--- src/vsbs_pkg.sv ---
// Shared constants, codes and types of the voxel store.
package vsbs_pkg;

    localparam int SECTION_COUNT = 16;
    localparam int SEC_W         = 4;
    localparam int COORD_W       = 4;
    localparam int BYTE_W        = 8;
    localparam int NIB_W         = 4;
    localparam int CELL_ID_W     = BYTE_W + NIB_W;
    localparam int ID_W          = 16;
    localparam int ADDR_W        = SEC_W + 3 * COORD_W;
    localparam int STORE_DEPTH   = SECTION_COUNT * (1 << (3 * COORD_W));
    localparam int SCAN_W        = SEC_W + COORD_W;
    localparam int IN_TDATA_W    = 32;
    localparam int OUT_TDATA_W   = 16;

    localparam logic [ADDR_W-1:0] CLEAR_LAST = ADDR_W'(STORE_DEPTH - 1);
    localparam logic [SCAN_W-1:0] SCAN_LAST  =
        SCAN_W'(SECTION_COUNT * (1 << COORD_W) - 1);

    typedef logic [1:0] t_mode;

    localparam t_mode MODE_WR_LO = 2'd0;
    localparam t_mode MODE_WR_HI = 2'd1;
    localparam t_mode MODE_QUERY = 2'd2;
    localparam t_mode MODE_CLEAR = 2'd3;

    typedef struct packed {
        t_mode              mode;
        logic [SEC_W-1:0]   section_index;
        logic [COORD_W-1:0] cell_x;
        logic [COORD_W-1:0] cell_y;
        logic [COORD_W-1:0] cell_z;
        logic [BYTE_W-1:0]  value_byte;
    } t_item;

    // Commands from the controller to the datapath.
    typedef struct packed {
        logic clear_wr;
        logic wr_lo;
        logic wr_hi;
        logic scan_start;
        logic scan_rd;
        logic load_out;
    } t_cmd;

    // Status from the datapath to the controller.
    typedef struct packed {
        logic clear_last;
        logic scan_last;
        logic out_free;
    } t_status;

endpackage

--- src/vsbs_ctrl.sv ---
// Controller state machine of the voxel store: clear pass, writes and column scan.
module vsbs_ctrl (
    input  logic            i_clk,
    input  logic            i_rst_n,
    input  logic            i_s_tvalid,
    input  vsbs_pkg::t_mode i_mode,
    input  logic [3:0]      i_section_index,
    input  vsbs_pkg::t_status i_status,
    output logic            o_s_tready,
    output vsbs_pkg::t_cmd  o_cmd
);
    import vsbs_pkg::*;

    localparam logic [2:0] ST_CLEAR = 3'd0;
    localparam logic [2:0] ST_IDLE  = 3'd1;
    localparam logic [2:0] ST_SCAN  = 3'd2;
    localparam logic [2:0] ST_DRAIN = 3'd3;
    localparam logic [2:0] ST_DONE  = 3'd4;

    logic [2:0] r_state;
    logic [2:0] n_state;
    logic       sec_ok;

    assign sec_ok = int'(i_section_index) < SECTION_COUNT;

    // Next state and command decode.
    always_comb begin
        n_state    = r_state;
        o_cmd      = '0;
        o_s_tready = 1'b0;
        case (r_state)
            ST_CLEAR: begin
                o_cmd.clear_wr = 1'b1;
                if (i_status.clear_last) begin
                    n_state = ST_IDLE;
                end
            end
            ST_IDLE: begin
                o_s_tready = 1'b1;
                if (i_s_tvalid) begin
                    case (i_mode)
                        MODE_WR_LO: o_cmd.wr_lo = sec_ok;
                        MODE_WR_HI: o_cmd.wr_hi = sec_ok;
                        MODE_QUERY: begin
                            o_cmd.scan_start = 1'b1;
                            n_state          = ST_SCAN;
                        end
                        MODE_CLEAR: n_state = ST_CLEAR;
                        default:    n_state = ST_IDLE;
                    endcase
                end
            end
            ST_SCAN: begin
                o_cmd.scan_rd = 1'b1;
                if (i_status.scan_last) begin
                    n_state = ST_DRAIN;
                end
            end
            ST_DRAIN: begin
                // The last read word is compared in this cycle.
                n_state = ST_DONE;
            end
            ST_DONE: begin
                if (i_status.out_free) begin
                    o_cmd.load_out = 1'b1;
                    n_state        = ST_IDLE;
                end
            end
            default: n_state = ST_CLEAR;
        endcase
    end

    // State register; reset starts the clearing pass.
    always_ff @(posedge i_clk) begin
        if (!i_rst_n) begin
            r_state <= ST_CLEAR;
        end else begin
            r_state <= n_state;
        end
    end

endmodule

--- config.mk ---
export PLATFORM = sky130hd
export DESIGN_NAME = vsbs_ctrl
export DESIGN_NICKNAME = d
export VERILOG_FILES = /design/src/vsbs_pkg.sv /design/src/vsbs_ctrl.sv
export SDC_FILE = /design/constraint.sdc
export NUM_CORES = 1
export LEC_CHECK = 0
export BUFFER_PORTS_ARGS = -buffer_cell sky130_fd_sc_hd__buf_2
export CAP_MARGIN = 15
export CORE_AREA = 2 2 39 41
export CTS_BUF_LIST = sky130_fd_sc_hd__clkbuf_16
export DETAILED_ROUTE_END_ITERATION = 6
export DIE_AREA = 0 0 41 43
export HOLD_SLACK_MARGIN = 0.1
export PLACE_DENSITY = 0.48
export SYNTH_ARGS = -nofsm -noshare
export SYNTH_HDL_FRONTEND = slang
export SYNTH_SLANG_ARGS = --single-unit
--- constraint.sdc ---
create_clock -name i_clk -period 1 [get_ports i_clk]
set_input_delay 0.15 -clock i_clk [delete_from_list [all_inputs] [get_ports i_clk]]
set_output_delay 0.15 -clock i_clk [all_outputs]
set_load 0.01 [all_outputs]
Yosys cells after proc, flatten, opt, wreduce, memory -nomap -nowiden --
Index checks and enable logic that the tools add are counted.
Operators by class: equal/unequal tests 12, mux-type cells 16, reduce and logical (&&, ||, !) cells 3
Operators by type and width (number):
- 3-bit 2-to-1 mux | 6
- 3-bit case mux with 5 select lines | 1
- 1-bit 2-to-1 mux | 8
- 2-bit != test, second input constant | 4
- 3-bit by 2-bit equality test with 1-bit output, second input constant | 2
- 3-bit case mux with 2 select lines | 1
- 5-bit AND reduction | 1
- 2-bit equality test, second input constant | 2
- 3-bit by 1-bit equality test with 1-bit output, second input constant | 1
- 3-bit equality test, second input constant | 1
- 3-bit logical NOT | 1
- 3-bit by 1-bit != test with 1-bit output, second input constant | 1
- 2-bit by 1-bit equality test with 1-bit output, second input constant | 1
- 2-bit logical NOT | 1
Word-level totals: flip-flop bits (word level) 3, input bits 12, output and inout bits 7

Depth between registers and ports, before layout --
depth after elaboration 4, mapped depth 5

Least setup slack after synthesis --
Ideal clock, no wire load.
kind register -> output, from register r_state[1], to output port o_cmd[3] (netlist bit), arrival time 1.138 ns, required time 0.850 ns, slack -0.288 ns, cell stages (with the launch flop) 6, buffers on the path 1, cell sequence dfxtp_1 > buf_6 > nor2_1 > and2_2 > nand2_2 > nor3b_1
RTL lines:
- start: declaration | RTL line vsbs_ctrl.sv:20 | logic [2:0] r_state;
- start signal: assignment | RTL line vsbs_ctrl.sv:78 | r_state <= n_state;
- end: declaration | RTL line vsbs_ctrl.sv:10 | output vsbs_pkg::t_cmd o_cmd

==> summary.md <==
| Metric | Value |
|---|---|
| Status | complete, but fails checks |
| Failing checks | setup timing |
| Vias in the first global route | 348 |
| First-pass DRT Iterations | 2 |
| CTS Sinks | 3 |
| Mapped Nets | 47 |
| H-Tree Level Count | 1 |
| Post-synth ARST share | 0 |
| Final wirelength | 936 um |
| Layout Area Growth over Synthesis | 140% |
| Post-synthesis xor/xnor area fraction | 0 |
| Initial antenna violation count | 0 |
| Power Dens Cells | 1800 nW/um^2 |
| CTS tree | built |
| Mux cell area share after synthesis | 0.0417 |
| Worst R2R Start | r_state[2]$_SDFFE_PN0P_ |
| Final period util | 1.33 |
| FF+latch count, synth | 3 |
| Worst-Skew Late Latency | 0.23 ns |
| Worst setup path startpoint | r_state[1]$_SDFFE_PN0P_ |
| Average wire per standard cell | 11.4 um |
| Top-Level Pins | 19 |
| Core footprint | 1380 um^2 |
| Congestion Overflow GR | 0 |
| Synth Area in Compound Gates | 0.162 |
| Fill cell count | 139 |
| Input/output buffers | 14 |
| Gr usage total | 0.111 |
| Final WS setup | -0.335 ns |
| Worst R2R Path Depth | 6 |
| Final hold vios | 0 |
| Biggest regs | r_state: 3 flops |
| Final ANT Viol Nets | 0 |
| Syn Std Cell Area | 270 um^2 |
| Min Hold Slack | 0.186 ns |
| Synth area leaders | dfxtp_1 (22%), a21oi_1 (7.4%), nand3_1 (5.6%), a2bb2oi_2 (5.6%), nor2_1 (5.6%) |
| Worst path arrival time | 1.18 ns |
| Clock transition at the registers of the reported paths | 0.03 ns |
| Ys Warns | 0 |
| Ant diodes | 0 |
| Core Rows | 14 |
| Post-synth cell types | 22 |
| Unrepaired setup endpoints after global routing | true |
| Share of layout cells above drive strength 1 | 0.742 |
| Crit start category | flip-flop |
| Post-synthesis average cell area | 7.72 um^2 |
| Slew of the pin with the lowest slew margin | 0.143 ns |
| Area leader, netlist | dfxtp_1 |
| Total leakage power | 0.301 nW |
| Relative slew slack | 0.905 |
| Max Clk Rate | 749 MHz |
| Prevailing post-synth register cell | dfxtp_1 |
| Vias per inst | 4.48 |
| CP max FO | 5 |
| Setup Skew | 0.00123 ns |
| Main combinational cell family by area after synthesis | simple AND/OR/NAND/NOR gates |
| EDFF count, synth | 0 |
| Req. time, crit path | 0.85 ns |
| Post-layout min period | 1.33 ns |
| Crit Path Class | reg2out |
| Max-Cap Viols | 0 |
| Routability-driven placement congestion ratio | 0.767 |
| Max reg flops | 3 |
| Via count | 367 |
| Post-synthesis adder-cell area fraction | 0 |
| Final Total Pwr | 1.17 mW |
| Critical Path Sink | o_cmd[3] |
| Commonest non-fill, non-tap cell in the layout | buf_2 |
| Simple-Gate Fraction of Synth Area | 0.477 |
| CTS max path bufs | 2 |
| Final HPWL DP | 620 um |
| Worst VDD drop | 0.000862 V |
| Hold path start | i_rst_n |
| Starting DRT DRC Count | 5 |
| Endpoints failing setup | 9 |
| R2r endpoint | r_state[1]$_SDFFE_PN0P_ |
| Share of the yosys chip area belonging to registers | 0.222 |
| Post-CTS Hold Buffers | 0 |
| Largest net degree at the start of global routing | 8 |
| First-pass GRT wire length | 1270 um |
| Die H | 43 um |
| Util after Layout | 0.468 |
| CTS buffer count | 3 |
| FF-to-FF setup slack | -0.24 ns |
| Synth top area share | 0.222 |
| Top reg by flops | r_state |
| Most frequent cells in the layout | buf_2 (13), buf_4 (9), buf_6 (7) |
| Horiz. Die Dim | 41 um |
| CTS Root Cell | clkbuf_16 |
| Hold WC Path Type | in2reg |
| Slew Viols, Final | 0 |
| DRC | 0 |
| Die ar. | 1760 um^2 |
| CP Capture Type | primary output |
| Post-Syn Instances | 35 |
| Layout Nets | 79 |
| Effective utilization at floorplan | 0.195 |
-- through the flow --
step                      worst slack [ns]  cell area [um^2]  TNS [ns]  cells
after floorplan                     -0.111               312    -0.365     35
after global placement              -0.158               465    -0.805     74
after detailed placement            -0.155               465    -0.823     74
after CTS                           -0.351               597     -2.15     80
after global routing                -0.397               648     -2.73     82
final                               -0.335               648     -2.30     82
-- routing by layer --
layer | routed length, um | vias up | GRT usage
li1 | - | 187 | -
met3 | 78 | 3 | 0.0314
met2 | 498 | 19 | 0.184
met4 | 25 | 0 | 0.100
met5 | 0 | - | 0
met1 | 333 | 158 | 0.0987
-- kinds of logic (layout without fill, tap and decap cells) --
logic type             after synthesis  count (layout)
AOI/OAI and AO/OA                    6               6
buffers and inverters                4              35
DFF                                  3               3
muxes                                1               1
and+or+nand+nor                     21              21
-- where the power goes --
part | internal, mW | switching (mW)
Clock | 0.516 | 0.120
Combinational | 0.212 | 0.162
Sequential | 0.135 | 0.0203
-- synthesized netlist by cell type, types with 2 or more instances --
cell type,number
inv_1,2
nor2_1,4
nor3_1,2
a21oi_1,4
dfxtp_1,3
nor3b_1,2
nand3_1,3
-- worst min path at each step --
stage                               to  cells past startpoint
4_1_cts        r_state[1]$_SDFFE_PN0P_                      3
2_1_floorplan  r_state[0]$_SDFFE_PN0P_                      2
3_3_place_gp   r_state[1]$_SDFFE_PN0P_                      3
6_report       r_state[0]$_SDFFE_PN0P_                      3
5_1_grt        r_state[0]$_SDFFE_PN0P_                      3
3_5_place_dp   r_state[0]$_SDFFE_PN0P_                      3
-- area by class of cell --
type                            count  area (um^2)  area share
Multi-Input combinational cell     28          262       0.403
Timing Repair Buffer               29          211       0.326
Clock buffer                        3         75.1       0.116
Sequential cell                     3         68.8       0.106
Tap cell                           16         20.0      0.0309
Inverter                            2         7.51      0.0116
Clock inverter                      1         3.75     0.00579
-- worst max-delay path, stage by stage, from the launching register on --
cell and delay [ns]:
dfxtp_4 0.35, nor2_4 0.08, and2_4 0.15, nand2_4 0.07, nor3b_4 0.15, buf_2 0.15
-- what timing repair did --
item	CTS	global route
gates resized for setup	10	9
buffers inserted	2	2
setup endpoints to repair	9	10
pin swaps	2	6
endpoints found under the hold margin	0	0
Power figures use the tool's default switching activity.
